==> config.mk <==
export PLATFORM = sky130hd
export DESIGN_NAME = modulated_one_pole_lowpass_core_flat
export DESIGN_NICKNAME = d
export VERILOG_FILES = /design/src/design/mopl_pkg.sv /design/src/design/mopl_in_if.sv /design/src/design/mopl_out_if.sv /design/src/design/modulated_one_pole_lowpass_core.sv /design/src/flat_wrapper.sv
export SDC_FILE = /design/constraint.sdc
export NUM_CORES = 2
export LEC_CHECK = 0
export BUFFER_PORTS_ARGS = -buffer_cell sky130_fd_sc_hd__buf_4
export CAP_MARGIN = 20
export CORE_MARGIN = 3
export CORE_UTILIZATION = 35
export DETAILED_ROUTE_END_ITERATION = 8
export PLACE_DENSITY_LB_ADDON = 0.2
export SLEW_MARGIN = 10
export SYNTH_ARGS = -nofsm -noshare
export SYNTH_HDL_FRONTEND = slang
export SYNTH_SLANG_ARGS = --single-unit
==> constraint.sdc <==
create_clock -name clk -period 18.2 [get_ports clk]
set_input_delay 5.46 -clock clk [delete_from_list [all_inputs] [get_ports clk]]
set_output_delay 5.46 -clock clk [all_outputs]
set_load 0.05 [all_outputs]
==> src/design/mopl_pkg.sv <==
// ============================================================================
// mopl_pkg
// Shared widths, the pole coefficient table and the functions that build it.
// ============================================================================
`default_nettype none

package mopl_pkg;

    localparam int SAMPLE_W      = 32;
    localparam int TABLE_ENTRIES = 128;
    localparam int INDEX_W       = $clog2(TABLE_ENTRIES);
    localparam int OCTAVES       = (TABLE_ENTRIES + 11) / 12;

    // Base angular step in Q48 for the lowest note.
    localparam logic [63:0] W0_Q48 = 64'd301237215321;
    localparam logic [63:0] ONE_Q32 = 64'h0000_0001_0000_0000;

    typedef logic [TABLE_ENTRIES-1:0][SAMPLE_W-1:0] pole_table_t;

    // Semitone ratios 2^(n/12) in Q24.
    function automatic logic [63:0] semi_q24(input int unsigned semi);
        logic [63:0] r;
        case (semi)
            0:       r = 64'd16777216;
            1:       r = 64'd17774841;
            2:       r = 64'd18831788;
            3:       r = 64'd19951585;
            4:       r = 64'd21137968;
            5:       r = 64'd22394897;
            6:       r = 64'd23726566;
            7:       r = 64'd25137421;
            8:       r = 64'd26632170;
            9:       r = 64'd28215802;
            10:      r = 64'd29893600;
            11:      r = 64'd31671166;
            default: r = 64'd0;
        endcase
        return r;
    endfunction

    // exp(-w) in Q0.32: a short Taylor series on w/16, then squared four times.
    function automatic logic [SAMPLE_W-1:0] pole_for_note(input int unsigned oct,
                                                          input int unsigned semi);
        logic [63:0] w;
        logic [63:0] t;
        logic [63:0] e;
        logic [63:0] p;
        w = (W0_Q48 * semi_q24(semi)) >> (40 - oct);
        t = w >> 4;
        e = ONE_Q32 - t;
        p = (t * t) >> 32;  e = e + p / 64'd2;
        p = (p * t) >> 32;  e = e - p / 64'd6;
        p = (p * t) >> 32;  e = e + p / 64'd24;
        p = (p * t) >> 32;  e = e - p / 64'd120;
        p = (p * t) >> 32;  e = e + p / 64'd720;
        if (e > 64'h0000_0000_FFFF_FFFF)
        begin
            e = 64'h0000_0000_FFFF_FFFF;
        end
        for (int k = 0; k < 4; k++)
        begin
            e = (e * e) >> 32;
        end
        return e[SAMPLE_W-1:0];
    endfunction

    function automatic pole_table_t build_pole_table();
        pole_table_t tbl;
        int unsigned n;
        tbl = '0;
        for (int unsigned oct = 0; oct < OCTAVES; oct++)
        begin
            for (int unsigned semi = 0; semi < 12; semi++)
            begin
                n = oct * 12 + semi;
                if (n < TABLE_ENTRIES)
                begin
                    tbl[n] = pole_for_note(oct, semi);
                end
            end
        end
        return tbl;
    endfunction

    localparam pole_table_t POLE_TABLE = build_pole_table();

endpackage

`default_nettype wire

==> src/design/mopl_in_if.sv <==
// ============================================================================
// mopl_in_if
// Input channel: one audio sample with its cutoff and modulation per beat.
// ============================================================================
`default_nettype none

interface mopl_in_if;

    logic                                   valid;
    logic                                   ready;
    logic signed [mopl_pkg::SAMPLE_W-1:0]   audio_sample;
    logic signed [mopl_pkg::SAMPLE_W-1:0]   cutoff_level;
    logic signed [mopl_pkg::SAMPLE_W-1:0]   mod_source;
    logic signed [mopl_pkg::SAMPLE_W-1:0]   mod_amount;

    modport source (
        output valid,
        output audio_sample,
        output cutoff_level,
        output mod_source,
        output mod_amount,
        input  ready
    );

    modport sink (
        input  valid,
        input  audio_sample,
        input  cutoff_level,
        input  mod_source,
        input  mod_amount,
        output ready
    );

endinterface

`default_nettype wire

==> src/design/mopl_out_if.sv <==
// ============================================================================
// mopl_out_if
// Output channel: one filtered sample per beat.
// ============================================================================
`default_nettype none

interface mopl_out_if;

    logic                                   valid;
    logic                                   ready;
    logic signed [mopl_pkg::SAMPLE_W-1:0]   filtered_sample;

    modport source (
        output valid,
        output filtered_sample,
        input  ready
    );

    modport sink (
        input  valid,
        input  filtered_sample,
        output ready
    );

endinterface

`default_nettype wire

==> src/design/modulated_one_pole_lowpass_core.sv <==
// ============================================================================
// modulated_one_pole_lowpass_core
// One-pole lowpass on signed 32-bit audio with a modulated cutoff. Each input
// beat carries a sample, a base cutoff, a modulation source and a depth; the
// cutoff is offset by (depth * source) >> 32, clamped, and its top byte picks
// one of 128 Q0.32 pole coefficients b from a constant table. The filter runs
// y = x + b * (y_prev - x) / 2^32 in an offset-unsigned domain and returns
// y - (2^31 - 1), saturated at the positive limit. A single 33x33 signed
// multiplier is used twice per sample (modulation product, then the pole
// product) under a five-state sequencer, and no new sample is accepted
// until the sequencer is back in idle. The result sits in an output
// register, so the next sample is taken while the previous beat waits.
// ============================================================================
`default_nettype none

module modulated_one_pole_lowpass_core (
    input  wire logic   clk,
    input  wire logic   rst_n,
    mopl_in_if.sink     samples,
    mopl_out_if.source  results
);

    localparam int W = mopl_pkg::SAMPLE_W;

    typedef enum logic [4:0] {
        ST_IDLE = 5'b00001,
        ST_MOD  = 5'b00010,
        ST_LOOK = 5'b00100,
        ST_FILT = 5'b01000,
        ST_FIN  = 5'b10000
    } state_t;

    state_t state_reg, state_next;

    logic [W-1:0]                   x_reg;
    logic [W-1:0]                   cutoff_reg;
    logic [W-1:0]                   source_reg;
    logic [W-1:0]                   amount_reg;
    logic [2*W+1:0]                 prod_reg;
    logic [W-1:0]                   b_reg;
    logic [W:0]                     d_reg;
    logic [W-1:0]                   y_prev_reg;
    logic                           out_valid_reg;
    logic [W-1:0]                   out_data_reg;

    logic signed [W:0]              mul_a;
    logic signed [W:0]              mul_b;
    logic signed [2*W+1:0]          mul_p;
    logic [W:0]                     x_wide;
    logic [W-1:0]                   x_in;
    logic [W:0]                     cut_sum;
    logic [mopl_pkg::INDEX_W-1:0]   idx;
    logic [W:0]                     d_next;
    logic [2*W+1:0]                 num;
    logic [W-1:0]                   y_sat;
    logic [W-1:0]                   res;
    logic                           accept;
    logic                           out_free;

    assign accept         = samples.valid && samples.ready;
    assign out_free       = !out_valid_reg || results.ready;
    assign samples.ready  = (state_reg == ST_IDLE);

    // The shared multiplier: modulation product first, pole product later.
    always_comb
    begin
        if (state_reg == ST_FILT)
        begin
            mul_a = signed'({1'b0, b_reg});
            mul_b = signed'(d_reg);
        end
        else
        begin
            mul_a = signed'({amount_reg[W-1], amount_reg});
            mul_b = signed'({source_reg[W-1], source_reg});
        end
    end

    assign mul_p = mul_a * mul_b;

    // Offset the sample by 2^31 - 1; the most negative sample clamps to zero.
    assign x_wide = {1'b0, ~samples.audio_sample[W-1], samples.audio_sample[W-2:0]}
                    - {{W{1'b0}}, 1'b1};
    assign x_in   = x_wide[W] ? '0 : x_wide[W-1:0];

    // The arithmetic shift of the product is the floor of product / 2^32.
    assign cut_sum = {prod_reg[2*W-1], prod_reg[2*W-1:W]} + {cutoff_reg[W-1], cutoff_reg};

    always_comb
    begin
        if (cut_sum[W])
        begin
            idx = '0;
        end
        else if (cut_sum[W-1])
        begin
            idx = '1;
        end
        else
        begin
            idx = cut_sum[W-2:W-1-mopl_pkg::INDEX_W];
        end
    end

    assign d_next = {1'b0, y_prev_reg} - {1'b0, x_reg};

    assign num   = {2'b00, x_reg, {W{1'b0}}} + prod_reg;
    assign y_sat = (num[2*W+1:2*W] != 2'b00) ? '1 : num[2*W-1:W];
    assign res   = (y_sat == '1) ? {1'b0, {(W-1){1'b1}}}
                                 : y_sat - {1'b0, {(W-1){1'b1}}};

    always_comb
    begin
        state_next = state_reg;
        case (state_reg)
            ST_IDLE:
            begin
                if (accept)
                begin
                    state_next = ST_MOD;
                end
            end
            ST_MOD:  state_next = ST_LOOK;
            ST_LOOK: state_next = ST_FILT;
            ST_FILT: state_next = ST_FIN;
            ST_FIN:
            begin
                if (out_free)
                begin
                    state_next = ST_IDLE;
                end
            end
            default: state_next = ST_IDLE;
        endcase
    end

    always_ff @(posedge clk or negedge rst_n)
    begin
        if (!rst_n)
        begin
            state_reg     <= ST_IDLE;
            out_valid_reg <= 1'b0;
            y_prev_reg    <= '0;
        end
        else
        begin
            state_reg <= state_next;
            if (state_reg == ST_FIN && out_free)
            begin
                out_valid_reg <= 1'b1;
                y_prev_reg    <= y_sat;
            end
            else if (results.ready)
            begin
                out_valid_reg <= 1'b0;
            end
        end
    end

    always_ff @(posedge clk)
    begin
        if (accept)
        begin
            x_reg      <= x_in;
            cutoff_reg <= samples.cutoff_level;
            source_reg <= samples.mod_source;
            amount_reg <= samples.mod_amount;
        end
        if (state_reg inside {ST_MOD, ST_FILT})
        begin
            prod_reg <= mul_p;
        end
        if (state_reg == ST_LOOK)
        begin
            b_reg <= mopl_pkg::POLE_TABLE[idx];
            d_reg <= d_next;
        end
        if (state_reg == ST_FIN && out_free)
        begin
            out_data_reg <= res;
        end
    end

    assign results.valid           = out_valid_reg;
    assign results.filtered_sample = out_data_reg;

`ifndef SYNTH
    a_accept_starts: assert property (@(posedge clk) disable iff (!rst_n)
        accept |=> state_reg == ST_MOD)
        else $error("accepted beat did not start the modulation multiply");

    a_result_from_fin: assert property (@(posedge clk) disable iff (!rst_n)
        $rose(out_valid_reg) |-> $past(state_reg == ST_FIN))
        else $error("result appeared outside the final step");

    a_fin_holds: assert property (@(posedge clk) disable iff (!rst_n)
        (state_reg == ST_FIN && out_valid_reg && !results.ready) |=> state_reg == ST_FIN)
        else $error("final step left while the output register was full");

    a_state_stable: assert property (@(posedge clk) disable iff (!rst_n)
        (state_reg != ST_FIN) |=> $stable(y_prev_reg))
        else $error("filter state changed outside the final step");
`endif

endmodule

`default_nettype wire

==> src/flat_wrapper.sv <==
// flat-port wrapper written by rule: the top's interface ports become plain ports
module modulated_one_pole_lowpass_core_flat 
  (clk, rst_n, samples_valid, samples_audio_sample, samples_cutoff_level, samples_mod_source, samples_mod_amount, samples_ready, results_valid, results_filtered_sample, results_ready);
  mopl_in_if samples_i ();
  mopl_out_if results_i ();
  input  wire logic clk;
  input  wire logic rst_n;
  input wire logic [$bits(samples_i.valid)-1:0] samples_valid;
  input wire logic [$bits(samples_i.audio_sample)-1:0] samples_audio_sample;
  input wire logic [$bits(samples_i.cutoff_level)-1:0] samples_cutoff_level;
  input wire logic [$bits(samples_i.mod_source)-1:0] samples_mod_source;
  input wire logic [$bits(samples_i.mod_amount)-1:0] samples_mod_amount;
  output wire logic [$bits(samples_i.ready)-1:0] samples_ready;
  output wire logic [$bits(results_i.valid)-1:0] results_valid;
  output wire logic [$bits(results_i.filtered_sample)-1:0] results_filtered_sample;
  input wire logic [$bits(results_i.ready)-1:0] results_ready;
  assign samples_i.valid = samples_valid;
  assign samples_i.audio_sample = samples_audio_sample;
  assign samples_i.cutoff_level = samples_cutoff_level;
  assign samples_i.mod_source = samples_mod_source;
  assign samples_i.mod_amount = samples_mod_amount;
  assign samples_ready = samples_i.ready;
  assign results_valid = results_i.valid;
  assign results_filtered_sample = results_i.filtered_sample;
  assign results_i.ready = results_ready;
  modulated_one_pole_lowpass_core u_core (.clk(clk), .rst_n(rst_n), .samples(samples_i), .results(results_i));
endmodule
==> flow_metrics.tcl <==
set metrics [dict create \
    fmax_ghz 0.08361 \
    root_buffer "clkbuf_16" \
    hold_buffers 0 \
    placementRows 148 \
    slowest_delay_ps 950 \
    vias 47300 \
    syn_avg_cell_area_um2 9.032 \
    clkSlewWorstSetupHoldPaths_ps 60 \
    endpoint "u_core.prod_reg[64]" \
    dp.final_hpwl_um 173600 \
    synth_seq_cells 297 \
    r2r_cells 30 \
    synth.largest_area_cell "fa_1" \
    startpoint_type "register" \
    drt-wirelength-per-cell_um 25.61 \
    grt_max_degree 67 \
    grt_pass1_vias 49799 \
    ioPinCount 166 \
    dieHeight_um 413.4 \
    arrival_ps 12310 \
    synth_common_cells "inv_1 (1175), fa_1 (1146), nand2_1 (865), nor2_1 (818), ha_1 (331)" \
    h-tree-depth 2 \
    ant_nets 0 \
    largest_reg_flops 34 \
    drt_iter0_drc 4095 \
    crit_fanout 50 \
    final_max_slew_viol_count 0 \
    ys_warn_count 0 \
    drv_cap 0 \
    core-area_um2 163900 \
    setup_tns_ps 0 \
    synth.area.top_cells "fa_1 (39%), edfxtp_1 (13%), inv_1 (7.6%)" \
    portBuffers 165 \
    ys_async_sr_fraction_pct 12.79 \
    dpl_cell_area_um2 62330 \
    gp_congestion 1.007 \
    yosysMostFrequentCell "inv_1" \
    numClockSinks 297 \
    outcome "finished clean" \
    syn_nets 8041 \
    instances_no_fill 8686 \
    crit_top_cell "fa_1" \
    fin_area_um2 63590 \
    clock_latency_ps 620 \
    r2r_slack_ps 6240 \
    setup_violations 0 \
    drive_gt1_share_pct 8.003 \
    vias_per_cell 5.446 \
    syn_inst 6432 \
    numCtsBuffers 38 \
    r2r_end "u_core.prod_reg[64]" \
    final_hold_viol_count 0 \
    die-area_um2 170900 \
    synth_ff_type "edfxtp_1" \
    cts_tree "built" \
    grt_first_pass_wirelength_um 332400 \
    synth_top_area_share_pct 39.49 \
    seq_area_frac_synth_pct 15.03 \
    crit_required_ps 18550 \
    slew_headroom_pct 24.43 \
    synth_edf_count 259 \
    crit_path_end_kind "register" \
    synth_area_um2 58100 \
    nNetsFinal 8092 \
    cts.repair.resized 0 \
    cts_setup_buffers 0 \
    fin_util_pct 38.80 \
    finalWirelength_um 222500 \
    areaGrowthSynthToFinish_pct 9.454 \
    rsz0062_at_grt "no" \
    min_delay_path_depth 2 \
    grt.overflow.total 0 \
    grt_antenna_before_repair 6 \
    drtPass1Iterations 6 \
    worstReg2RegStart "u_core.state_reg[0]" \
    synth.distinct_cells 117 \
    worstSetupPathType "reg -> reg" \
    initial_core_util_pct 35.45 \
    critPathLaunch "u_core.state_reg[0]" \
    crit_slowest_cell "mux2i_4" \
    clock_path_buffers 3 \
    dp.cells 8617 \
    hp-class "reg -> reg" \
    fin_skew_ps 41.45 \
    period_share_pct 65.72 \
    fin_crit_ps 11960 \
    drt_drc_violations_left 0 \
    worst_pin_slew_ps 1132 \
    grt_use_total_pct 26.40 \
    die_w_um 413.4 \
]
layout by cell type (no fill, tap or decap), types with 71 or more instances in the layout:
master    netlist  routed
a21oi_1       238     236
buf_4           5     315
edfxtp_1      259     259
fa_1         1146    1145
ha_1          331     330
inv_1        1175    1175
nand2_1       865     864
nor2_1        818     816
nor3_1         72      71
o21ai_0       173     173
xnor2_1        91      91
final cells by class:
cell class | instances | area (µm²)
well taps | 2175 | 2721
fillers | 16678 | 100300
clock buffers | 43 | 969.7
diodes | 1 | 2.502
inverters | 1180 | 4433
flip-flops and latches | 297 | 8730
clock inverters | 24 | 269.0
repair buffers | 319 | 2424
multi-input cells | 4647 | 44040
critical path: cells and delay by family (launching register included):
kind / cells / cell delay (ps)
compound gates: 9 / 3380
buf+inv: 5 / 970
mux: 1 / 950
simple gates: 6 / 1360
flops: 1 / 600
fa+ha+maj: 9 / 4320
worst min path at each step:
stage | startpoint | to | slack [ps]
after floorplan | u_core.y_prev_reg[13] | u_core.y_prev_reg[13] | 500
after global placement | u_core.y_prev_reg[6] | u_core.y_prev_reg[6] | 520
after detailed placement | u_core.y_prev_reg[6] | u_core.y_prev_reg[6] | 530
after CTS | u_core.y_prev_reg[6] | u_core.y_prev_reg[6] | 540
after global routing | u_core.y_prev_reg[19] | u_core.y_prev_reg[19] | 560
final | u_core.y_prev_reg[13] | u_core.y_prev_reg[13] | 540
routing by layer:
layer / wire (µm) / share of wire, % / track usage (%)
met4: 10000 / 4.5 / 10.02
met2: 98840 / 44 / 41.31
met1: 94570 / 43 / 36.43
met5: 26 / 0.012 / 0
met3: 19040 / 8.6 / 4.737
per-stage QoR:
| stage | hold WS, ps | setup slack (ps) |
|---|---|---|
| 2_1_floorplan | 501.9 | 8271 |
| 3_3_place_gp | 518.4 | 6439 |
| 3_5_place_dp | 525.8 | 6210 |
| 4_1_cts | 539.8 | 6192 |
| 5_1_grt | 556.6 | 5702 |
| 6_report | 537.3 | 6240 |
cell families after synthesis:
group	share of synthesized area [%]
AND/OR/NAND/NOR	15.39
buffers and inverters	9.853
adder cells (fa/ha/maj)	46.62
AO/OA/AOI/OAI	9.997
flip-flops	15.03
XOR/XNOR	1.971
multiplexers	1.144
Power is not shown: default switching activity piles up to over one toggle a cycle in this logic, so the estimate is an artifact.
